==> src/sv/wtrm_pkg.sv <==
// Package: shared types and constants for the windowed transfer rate meter.
package wtrm_pkg;

	localparam logic [1:0] REQ_RECORD = 2'd0;
	localparam logic [1:0] REQ_SPEED  = 2'd1;
	localparam logic [1:0] REQ_WINDOW = 2'd2;
	localparam logic [1:0] REQ_CLEAR  = 2'd3;

	localparam logic CFG_INTERVAL = 1'b0;
	localparam logic CFG_SLOTS    = 1'b1;

	localparam logic [15:0] INTERVAL_RST = 16'd100;
	localparam logic [4:0]  SLOTS_RST    = 5'd10;
	localparam logic [9:0]  MS_PER_S     = 10'd1000;
	localparam logic [31:0] NO_START     = 32'hFFFF_FFFF;

	// datapath operations issued by the controller
	localparam logic [3:0] OP_NONE    = 4'd0;
	localparam logic [3:0] OP_LOAD    = 4'd1;
	localparam logic [3:0] OP_DIV1    = 4'd2;
	localparam logic [3:0] OP_DIV2    = 4'd3;
	localparam logic [3:0] OP_SCAN    = 4'd4;
	localparam logic [3:0] OP_WRITE   = 4'd5;
	localparam logic [3:0] OP_CLEAR   = 4'd6;
	localparam logic [3:0] OP_PREP    = 4'd7;
	localparam logic [3:0] OP_DIV3    = 4'd8;
	localparam logic [3:0] OP_RESULT  = 4'd9;

	typedef struct packed {
		logic [3:0] op;
		logic       first;
	} cmd_t;

	typedef struct packed {
		logic div_done;
		logic scan_done;
		logic clear_done;
	} stat_t;

endpackage

==> src/sv/wtrm_ctrl.sv <==
// Controller: sequences one request through divide, scan, write, clear and result steps.
module wtrm_ctrl (
	input  logic                clk,
	input  logic                arst_n,
	input  logic                in_valid,
	input  logic [1:0]          req_type,
	input  logic                zero_bytes,
	input  logic                out_busy,
	input  wtrm_pkg::stat_t     stat,
	output logic                in_stall,
	output wtrm_pkg::cmd_t      cmd
);

	localparam logic [3:0] ST_IDLE  = 4'd0;
	localparam logic [3:0] ST_DIV1  = 4'd1;
	localparam logic [3:0] ST_SCAN  = 4'd2;
	localparam logic [3:0] ST_WRITE = 4'd3;
	localparam logic [3:0] ST_CLEAR = 4'd4;
	localparam logic [3:0] ST_PREP  = 4'd5;
	localparam logic [3:0] ST_DIV3  = 4'd6;
	localparam logic [3:0] ST_RES   = 4'd7;
	localparam logic [3:0] ST_DIV2  = 4'd8;

	logic [3:0] state_q, state_d;
	logic       first_q;
	logic [1:0] req_q;

	assign in_stall = (state_q != ST_IDLE);

	// next state and command
	always_comb begin
		state_d   = state_q;
		cmd.op    = wtrm_pkg::OP_NONE;
		cmd.first = first_q;
		case (state_q)
			ST_IDLE: begin
				if (in_valid) begin
					cmd.op = wtrm_pkg::OP_LOAD;
					if (req_type == wtrm_pkg::REQ_CLEAR)
						state_d = ST_CLEAR;
					else if (req_type == wtrm_pkg::REQ_RECORD && zero_bytes)
						state_d = ST_IDLE;
					else
						state_d = ST_DIV1;
				end
			end
			ST_DIV1: begin
				cmd.op = wtrm_pkg::OP_DIV1;
				if (stat.div_done)
					state_d = (req_q == wtrm_pkg::REQ_WINDOW) ? ST_DIV2 : ST_SCAN;
			end
			ST_DIV2: begin
				cmd.op = wtrm_pkg::OP_DIV2;
				if (stat.div_done) state_d = ST_SCAN;
			end
			ST_SCAN: begin
				cmd.op = wtrm_pkg::OP_SCAN;
				if (stat.scan_done) begin
					case (req_q)
						wtrm_pkg::REQ_RECORD: state_d = ST_WRITE;
						wtrm_pkg::REQ_SPEED:  state_d = ST_PREP;
						default:              state_d = ST_RES;
					endcase
				end
			end
			ST_WRITE: begin
				cmd.op  = wtrm_pkg::OP_WRITE;
				state_d = ST_IDLE;
			end
			ST_CLEAR: begin
				cmd.op = wtrm_pkg::OP_CLEAR;
				if (stat.clear_done) state_d = ST_IDLE;
			end
			ST_PREP: begin
				cmd.op  = wtrm_pkg::OP_PREP;
				state_d = ST_DIV3;
			end
			ST_DIV3: begin
				cmd.op = wtrm_pkg::OP_DIV3;
				if (stat.div_done) state_d = ST_RES;
			end
			ST_RES: begin
				if (!out_busy) begin
					cmd.op  = wtrm_pkg::OP_RESULT;
					state_d = ST_IDLE;
				end
			end
			default: state_d = ST_IDLE;
		endcase
	end

	// state register, request type and first cycle marker for iterative steps
	always_ff @(posedge clk or negedge arst_n) begin
		if (!arst_n) begin
			state_q <= ST_IDLE;
			first_q <= 1'b0;
			req_q   <= wtrm_pkg::REQ_RECORD;
		end else begin
			state_q <= state_d;
			first_q <= (state_d != state_q);
			if (state_q == ST_IDLE && in_valid) req_q <= req_type;
		end
	end

endmodule

==> config.mk <==
export PLATFORM = sky130hd
export DESIGN_NAME = wtrm_ctrl
export DESIGN_NICKNAME = d
export VERILOG_FILES = /design/src/sv/wtrm_pkg.sv /design/src/sv/wtrm_ctrl.sv
export SDC_FILE = /design/constraint.sdc
export NUM_CORES = 1
export LEC_CHECK = 0
export BUFFER_PORTS_ARGS = -buffer_cell sky130_fd_sc_hd__buf_2
export CAP_MARGIN = 30
export CORE_AREA = 3 3 40 42
export DETAILED_ROUTE_END_ITERATION = 16
export DIE_AREA = 0 0 43 45
export PLACE_DENSITY_LB_ADDON = 0.12
export SKIP_LAST_GASP = 1
export SYNTH_ARGS = -nofsm -noshare
export SYNTH_HDL_FRONTEND = slang
export SYNTH_SLANG_ARGS = --single-unit
==> constraint.sdc <==
create_clock -name clk -period 2.2 [get_ports clk]
set_clock_uncertainty 0.05 [all_clocks]
set_input_delay 0.11 -clock clk [delete_from_list [all_inputs] [get_ports clk]]
set_output_delay 0.11 -clock clk [all_outputs]
set_load 0.1 [all_outputs]
==> run_results.csv <==
group,metric,value,unit
global_routing,antenna_found_initial,0,
logic_synthesis,async_reset_ff_frac,1.00,
global_routing,grt.overflow.total,0,
logic_synthesis,netlist-cell-type-count,39,
sta,setup_tns_after_final_layout,0,ps
die,die-area,1940,sq um
worst_setup_path,crit_path_max_fanout,15,
detailed_routing,route.detailed.drc,0,
layout,diodes,0,
worst_setup_path,cp.arrival,1780,ps
logic_synthesis,syn-num-nets,89,
logic_synthesis,ys_seq_elements,7,
clocking,cts_setup_buffers,0,
placement,io_buffers,15,
die,core_box_area,1280,sq um
outcome,outcome,"completed",
logic_synthesis,cell_area_after_synthesis,638,sq um
detailed_routing,drt-vias-per-instance,6.11,
sta,layout_min_cycle_time,1940,ps
sta,hold_ws,67.9,ps
global_routing,gr-usage-met2,0.281,
die,io_pins,16,
global_routing,grt_util_all_layers,0.176,
worst_setup_path,critical_path_class,"reg -> out",
die,placement_rows,13,
die,die_width,43,um
detailed_routing,via_count,654,
layout,finish.instance_area,734,sq um
sta,max_slew.worst_pin.slew,576,ps
detailed_routing,detailedRoute.firstPassIterationCount,4,
layout,nNetsFinal,103,
logic_synthesis,most_used_flip_flop_cell_after_synthesis,"dfrtp_1",
placement,dpl_cell_area,698,sq um
logic_synthesis,synth.yosys.seq_area_share,0.275,
sta,max_clock_freq,0.516,GHz
global_routing,grt_use_met3,0.0717,
clocking,tritoncts_buffer_count,3,
logic_synthesis,synthesis.instances,79,
detailed_routing,drt-total-wl,1530,um
clocking,total_of_cells_resized_after_clock_tree_synthesis,0,
worst_setup_path,critical_path.endpoint_type,"output port",
sta,final_max_slew_viol_count,0,
sta,final_hold_vios,0,
logic_synthesis,synth-edff-count,0,
global_routing,grt_pass1_wl,2520,um
detailed_routing,number_of_violations_reported_at_the_end_of_detailed_routing_iteration_0,18,
die,initial_utilization,0.497,
clocking,clk_pin_slew_worst_paths,50,ps
global_routing,largest_net_degree_at_the_start_of_global_routing,18,
clocking,maximum_level_of_the_cts_h_tree,1,
global_routing,globalRouteMet1Util,0.220,
layout,syn2layout_area_growth,15.1,%
clocking,cts_root_buffer,"clkbuf_4",
placement,detailed_place_hpwl,1140,um
layout,post_route_cells_drive_above_1_share,0.304,
clocking,tritoncts_clock_tree,"yes",
worst_setup_path,critical_path.startpoint_type,"register",
sta,timing.final.crit_share,0.880,
global_routing,top_usage_layer,"met2",
logic_synthesis,synth_area_per_cell,8.08,sq um
sta,finalSetupViolCount,0,
layout,finish.utilization,0.572,
sta,rsz0062_at_grt,"no",
logic_synthesis,warning_count_from_the_yosys_run,0,
die,floorplan_die_height,45,um
global_routing,first_global_vias,574,
worst_setup_path,crit_required,2040,ps
hold_path,hold_path_class,"in -> reg",
clocking,numClockSinks,7,
sta,slew_headroom,0.616,
hold_path,holdPathStages,2,
detailed_routing,routedWlPerCell,14.3,um
worst_setup_path,worst_r2r_path_depth,4,
detailed_routing,ant_nets,0,
clocking,clock_path_buffers,2,
clocking,clock_latency,250,ps
run,max-cap-violations,0,
placement,place_congestion,0.802,
-- Yosys cell counts (all sizes together), types with 2 or more instances --
master  instances  share of area
a21oi           4          0.031
a31oi           3          0.029
buf             7          0.078
dfrtp           7           0.27
inv             4          0.024
mux2            2          0.035
mux2i           2          0.031
nand2           5          0.029
nand4           2          0.020
nor2           12          0.075
nor3            2          0.016
o21a            2          0.024
o21ai           4          0.031
or3             2          0.020
xnor2           2          0.027
-- worst paths after layout --
check | start | to | slack [ps]
worst min-delay path | req_type[1] | req_q[1] | 70
max in group asynchronous | arst_n | state_q[1] | 1780
worst min register to register | req_q[0] | req_q[0] | 520
worst max register to register | state_q[2] | first_q | 410
min in group asynchronous | arst_n | state_q[3] | 160
worst max-delay path | state_q[0] | cmd[1] | 260
-- cell families (layout without fill, tap and decap cells) --
logic type	after synthesis	in the layout	share of synthesized area
and+or+nand+nor	30	30	0.243
buffers and inverters	12	25	0.108
xor gates and xnor gates	2	2	0.0275
AOI/OAI and AO/OA	24	24	0.280
DFF	7	7	0.275
muxes	4	4	0.0667
-- sequential cells by signal, summed over array words and instances, names as in the netlist --
register  cells
req_q         2
first_q       1
state_q       4
-- metrics by stage --
stage	instances	setup WS, ps
floorplan	79	3.83
global placement	102	445
detailed placement	102	451
CTS	107	276
global route	107	163
finish	107	264
-- placed cells by master, fill, tap and decap left out, types with 2 or more instances in the layout --
cell type and n:
buf_2 15, nor2_1 10, dfrtp_1 7, nand2_1 5
inv_2 3, a21oi_1 3, o21ai_0 3, a31oi_1 3
clkbuf_4 3, xnor2_1 2, nor2_2 2, mux2i_1 2
or3_1 2, nand4_1 2, nor3_1 2, o21a_1 2
mux2_1 2
-- per-layer routing --
metal  vias up  share of wire
li1        319              -
met1       307           0.43
met2        26           0.49
met3         2          0.065
met4         0          0.011
met5         -              0
-- worst max-delay path: stages, from the launching register on --
cell and delay (ps):
dfrtp_1 700, nand2_1 180, o22ai_2 190, buf_2 450
-- final cells by class --
| type | instances | area [sq um] |
|---|---|---|
| Inverter | 4 | 15.0 |
| Fill cell | 128 | 551 |
| Sequential cell | 7 | 175 |
| Clock buffer | 4 | 26.3 |
| Timing Repair Buffer | 17 | 92.6 |
| Multi-Input combinational cell | 60 | 407 |
| Tap cell | 15 | 18.8 |
-- timing repair --
item / in CTS / in global routing
hold endpoints to repair: 7 / 0
setup endpoints to repair: 0 / 0
hold buffers: 1 / 0
Power is not shown: default switching activity piles up to over one toggle a cycle in this logic, so the estimate is an artifact.
